<file path="src/sv/tlu_pkg.sv">
// Shared types, constants and helpers of the tridiagonal LU factor step.
package tlu_pkg;

   localparam int MulWidth = 32;
   localparam int AccWidth = 66;
   localparam int LambdaFrac = 30;

   typedef struct packed {
      logic               first_row;
      logic signed [31:0] lambda;
      logic [63:0]        diag_offset;
      logic [63:0]        diag_scale;
      logic [63:0]        upper_offset;
      logic [63:0]        upper_scale;
      logic [63:0]        lower_offset;
      logic [63:0]        lower_scale;
   } req_type;

   typedef struct packed {
      logic [63:0] lower_factor;
      logic [63:0] pivot;
      logic [63:0] upper_entry;
      logic        zero_divisor;
   } rsp_type;

   typedef enum logic [4:0] {
      ST_IDLE, ST_M0, ST_M1, ST_M2, ST_M3, ST_M4, ST_M5, ST_M6, ST_M7, ST_M8, ST_M9,
      ST_M10, ST_M11, ST_M12, ST_DIV_GO, ST_DIV_WAIT, ST_U0, ST_U1, ST_U2, ST_U3,
      ST_U4, ST_FIN
   } tlu_state_type;

   typedef enum logic [1:0] {
      D_IDLE, D_RUN, D_DONE
   } tlu_div_state_type;

   // Shift right by sh with rounding to nearest, ties away from zero.
   function automatic logic signed [AccWidth-1:0] round_away(
      input logic signed [AccWidth-1:0] x, input int sh);
      logic [AccWidth-1:0] mag;
      logic [AccWidth-1:0] m;
      mag = x[AccWidth-1] ? AccWidth'(-x) : AccWidth'(x);
      m = (mag + (AccWidth'(1) << (sh - 1))) >> sh;
      return x[AccWidth-1] ? signed'(-m) : signed'(m);
   endfunction

endpackage

</file>
<file path="src/sv/tlu_front.sv">
// Input queue that accepts rows and holds them until the sequencer takes them.
module tlu_front (
   input  logic             clock,
   input  logic             reset,
   input  logic             req_push,
   output logic             req_full,
   input  tlu_pkg::req_type req_data,
   output logic             row_valid,
   input  logic             row_take,
   output tlu_pkg::req_type row_data
);
   import tlu_pkg::*;

   req_type    mem_ff [2];
   logic       wr_ptr_ff;
   logic       rd_ptr_ff;
   logic [1:0] count_ff;
   logic       push_ok;
   logic       take_ok;

   assign req_full  = (count_ff == 2'd2);
   assign row_valid = (count_ff != 2'd0);
   assign row_data  = mem_ff[rd_ptr_ff];
   assign push_ok   = req_push && !req_full;
   assign take_ok   = row_take && row_valid;

   always_ff @(posedge clock) begin
      if (reset) begin
         wr_ptr_ff <= 1'b0;
         rd_ptr_ff <= 1'b0;
         count_ff  <= 2'd0;
      end else begin
         if (push_ok) wr_ptr_ff <= !wr_ptr_ff;
         if (take_ok) rd_ptr_ff <= !rd_ptr_ff;
         count_ff <= count_ff + 2'(push_ok) - 2'(take_ok);
      end
   end

   always_ff @(posedge clock) begin
      if (push_ok) mem_ff[wr_ptr_ff] <= req_data;
   end

`ifndef ASSERT_OFF
   a_count_up: assert property (@(posedge clock) disable iff (reset)
      (push_ok && !take_ok) |=> (count_ff == $past(count_ff) + 2'd1))
      else $error("queue count did not follow an accepted transaction");
`endif
endmodule

</file>
<file path="config.mk">
export PLATFORM = sky130hd
export DESIGN_NAME = tlu_front
export DESIGN_NICKNAME = d
export VERILOG_FILES = /design/src/sv/tlu_pkg.sv /design/src/sv/tlu_front.sv
export SDC_FILE = /design/constraint.sdc
export NUM_CORES = 1
export LEC_CHECK = 0
export ABC_AREA = 1
export BUFFER_PORTS_ARGS = -buffer_cell sky130_fd_sc_hd__buf_4
export CORE_AREA = 2 2 329 331
export CTS_BUF_LIST = sky130_fd_sc_hd__clkbuf_8
export DETAILED_ROUTE_END_ITERATION = 8
export DIE_AREA = 0 0 331 333
export PLACE_DENSITY = 0.53
export SYNTH_ARGS = -nofsm -noshare
export SYNTH_HDL_FRONTEND = slang
export SYNTH_SLANG_ARGS = --single-unit
</file>
<file path="constraint.sdc">
create_clock -name clock -period 41.7 [get_ports clock]
set_input_delay 8.34 -clock clock [delete_from_list [all_inputs] [get_ports clock]]
set_output_delay 8.34 -clock clock [all_outputs]
set_load 0.1 [all_outputs]
</file>
* Yosys cells after proc, flatten, opt, wreduce, memory -nomap -nowiden
Memory sizes are Yosys's and may differ from the RTL's. A register that Yosys moved wholly into a read port is not among the register bits.
Index checks and enable logic that the tools add are counted.
** Operators by class
- Add/subtract/negate cells :: 2
- Equal/unequal tests :: 1
- Multiplexer cells :: 4
- Reductions and logical operators :: 6
** Operators with widths (number)
- $mux 1 :: 4
- $logic_not 1->1 :: 3
- $add 2x1->2 :: 1
- $eq 2x2->1 const B :: 1
- $logic_and 1x1->1 :: 2
- $reduce_bool 2->1 :: 1
- $sub 2x1->2 :: 1
** Storage, ports and cells
- Flip-flop bits (word level) :: 4
- RAM bits :: 834
- Input port bits :: 421
- Memories :: 1
** Memories
- mem_ff :: depth 2, width 417, rd ports 1, clocked after Yosys merged registers in 1, write ports 1, RTL line tlu_front.sv:14 : req_type mem_ff [2];

* Logic depth before layout (Yosys ltp)
- Depth in word-level cells :: 5
- Gate-level depth with buffers :: 11

* Worst setup path before layout
Ideal clock, no wire load.
- Path kind :: input -> register
- Start point :: input req_push
- End point :: memory mem_ff[0][0] (netlist name), enable pin
- Library setup time :: 1.204 ns
- Arrival :: 25.662 ns
- Path slack :: 14.834 ns
- Stages on the path :: 2
- Path buffers :: 0
- Path through :: nand2_1 nor2_1
** Between the ends
- Longest elaborated chain between the ends :: 3
** RTL lines
- from (decl) :: RTL line tlu_front.sv:5 : input logic req_push,
- $logic_and 1x1->1 :: RTL line tlu_front.sv:24 : assign push_ok = req_push && !req_full;
- $mux 1 :: RTL line tlu_front.sv:40 : if (push_ok) mem_ff[wr_ptr_ff] <= req_data;
- $mux 1 (not written as such) :: RTL line tlu_front.sv:40
- to (decl) :: RTL line tlu_front.sv:14
No other way between the ends.

==> results.sh <==
export IMPL_status="complete, no violations"
export IMPL_maxSlewHeadroom_pct=15.85
export IMPL_crit_required_ps=33360
export IMPL_die_area_mm2=0.1102
export IMPL_grt_overflow_total=0
export IMPL_worst_pin_slew_ps=1262
export IMPL_gp_congestion=0.7820
export IMPL_holdWs_ps=520.8
export IMPL_hold_viol=0
export IMPL_die_y_um=333
export IMPL_regArea_mm2=0.02515
export IMPL_critical_path_max_fanout=71
export IMPL_core_area_mm2=0.1066
export IMPL_vias=16000
export IMPL_worst_setup_path_end_kind="output port"
export IMPL_drc=0
export IMPL_tritoncts="built"
export IMPL_syn_avg_cell_area_um2=22.71
export IMPL_antenna_found_initial=14
export IMPL_worst_ep_arrival_time_ps=5090
export IMPL_leakagePower_nw=15.08
export IMPL_cts_root_buf="clkbuf_8"
export IMPL_final_antenna_net_count=0
export IMPL_hold_path_class="reg2reg"
export IMPL_crit_type="reg2out"
export IMPL_die_w_um=331
export IMPL_start_util_pct=28.43
export IMPL_cts_buffers=145
export IMPL_finalSetupViolations=0
export IMPL_io_pins=840
export IMPL_slew_viol_final=0
export IMPL_area_delta_synth_final_pct=34.49
export IMPL_path_clk_slew_ps=60
export IMPL_routedWlPerCell_um=20.53
export IMPL_synth_seq_cells=839
export IMPL_multi_input_area_mm2=0.004817
export IMPL_ys_seq_area_share_pct=82.95
export IMPL_start_kind="flop"
export IMPL_yosysWarnings=0
export IMPL_finalPower_mw=3.184
export IMPL_max_freq_mhz=74.46
export IMPL_clock_sinks=839
export IMPL_syn_instance_count=1335
export IMPL_final_nets=2710
export IMPL_peakVddDrop_mv=0.04158
export IMPL_grt_pass1_wl_mm=109.5
export IMPL_syn_cell_area_mm2=0.03031
export IMPL_fin_skew_ps=29.36
export IMPL_grt_pass1_vias=17440
export IMPL_syn_nets=1758
export IMPL_post_route_period_util_pct=32.21
export IMPL_drv_cap=0
export IMPL_grt_max_degree=170
export IMPL_ff2ff_path_depth=7
export IMPL_dpl_hpwl_mm=54.06
export IMPL_ys_types=12
export IMPL_tns_ps=0
export IMPL_ctsHoldBuffers=0
export IMPL_holdPathStages=2
export IMPL_clockBufferDepth=3
export IMPL_wirelength_mm=78.03
export IMPL_portBuffers=839
export IMPL_firstDrtPassIters=4
export IMPL_cts_resized=0
export IMPL_power_density_mw_per_mm2=78.09
export IMPL_layout_drive_gt1_share_pct=56.22
export IMPL_grt_util_all_layers_pct=13.51
export IMPL_drt_initial_drc_count=789
export IMPL_clkLatencyLatePin_ps=780
export IMPL_cts_setup_buffers=0
export IMPL_row_count=120
export IMPL_avgViaCountPerCell=4.210
export IMPL_n_fill_cell=9943
export IMPL_rsz0062_at_grt="no"
export IMPL_ctsHtreeMaxLevel=4
export IMPL_finalCriticalPeriod_ps=13430
==> cell usage in the layout (no fill, tap or decap) <==
cell type | netlist | routed
clkinv_4 | 0 | 1
clkbuf_8 | 0 | 150
buf_4 | 0 | 848
nor2_4 | 0 | 1
clkinvlp_4 | 0 | 3
inv_1 | 9 | 57
dfxtp_1 | 5 | 4
ha_1 | 2 | 2
a21oi_1 | 2 | 2
mux2_1 | 100 | 100
mux2_2 | 317 | 317
edfxtp_1 | 834 | 834
bufinv_16 | 0 | 2
nand3_1 | 3 | 3
inv_8 | 0 | 3
clkinv_2 | 0 | 9
inv_6 | 0 | 5
diode_2 | 0 | 9
buf_12 | 0 | 3
nand2_1 | 8 | 8
nor2_1 | 9 | 8
dfxtp_4 | 0 | 1
clkinv_1 | 0 | 28
==> flip-flops by register name, indices dropped and copies added, names as in the netlist, named ones only <==
signal / flops
count_ff: 2
mem_ff: 834
rd_ptr_ff: 1
wr_ptr_ff: 1
==> through the flow <==
stage / area, um2 / utilization [%] / std cells / worst slack (ps)
finish: 40770 / 38.24 / 3801 / 28270
global route: 40760 / 38.24 / 3799 / 27890
CTS: 40740 / 38.22 / 3792 / 28010
detailed placement: 38190 / 35.82 / 3543 / 28970
global placement: 38190 / 35.82 / 3543 / 29090
floorplan: 30310 / - / 1335 / 14830
==> Yosys cell counts <==
| cell | count | area (um2) |
|---|---|---|
| buf_6 | 15 | 168.9 |
| a21oi_1 | 2 | 10.01 |
| dfxtp_1 | 5 | 100.1 |
| nor2_1 | 9 | 33.78 |
| nand2_1 | 8 | 30.03 |
| mux2_2 | 317 | 3570 |
| inv_1 | 9 | 33.78 |
| edfxtp_1 | 834 | 25040 |
| nand3_1 | 3 | 15.01 |
| buf_2 | 31 | 155.2 |
| mux2_1 | 100 | 1126 |
| ha_1 | 2 | 25.02 |
==> metal layers <==
layer,global-route usage [%],part of all wire [%]
met4,5.319,2.3
met1,13.48,35
met3,6.745,11
met2,23.74,52
met5,0,0.077
==> path summary, 6_finish.rpt <==
path / from / to / slack (ps)
worst max-delay path: flop / row_data[281] / 28270
worst min-delay path: rd_ptr_ff$_SDFFE_PP0P_ / rd_ptr_ff$_SDFFE_PP0P_ / 520
worst max register to register: count_ff[0]$_SDFF_PP0_ / mem_ff[0][386]$_DFFE_PP_ / 37940
worst min register to register: rd_ptr_ff$_SDFFE_PP0P_ / rd_ptr_ff$_SDFFE_PP0P_ / 520
==> worst max-delay path: stages (launching register included) <==
cell     delay [ps]
dfxtp_4         990
buf_4           850
buf_4           840
buf_4           720
mux2_2          440
buf_4           240
==> logic make-up after synthesis <==
family	share of synthesized area [%]
adder cells (fa/ha/maj)	0.08254
AO/OA/AOI/OAI	0.03302
flip-flops	82.95
AND/OR/NAND/NOR	0.2600
multiplexers	15.49
buffers and inverters	1.181
==> area by class of cell <==
cell class,instances,area share (%)
Multi-Input combinational cell,441,11.82
Sequential cell,839,61.69
Clock inverter,99,1.206
Inverter,9,0.1013
Clock buffer,150,5.064
Timing Repair Buffer,851,15.76
Antenna cell,9,0.05525
Tap cell,1403,4.306
==> power by group <==
| group | internal (mW) | switching, mW | total [mW] |
|---|---|---|---|
| clock | 0.345 | 0.318 | 0.663 |
| combinational | 0.294 | 1.13 | 1.42 |
| sequential | 1.07 | 0.0323 | 1.10 |
Note: power is estimated with default switching activity, not from simulation.
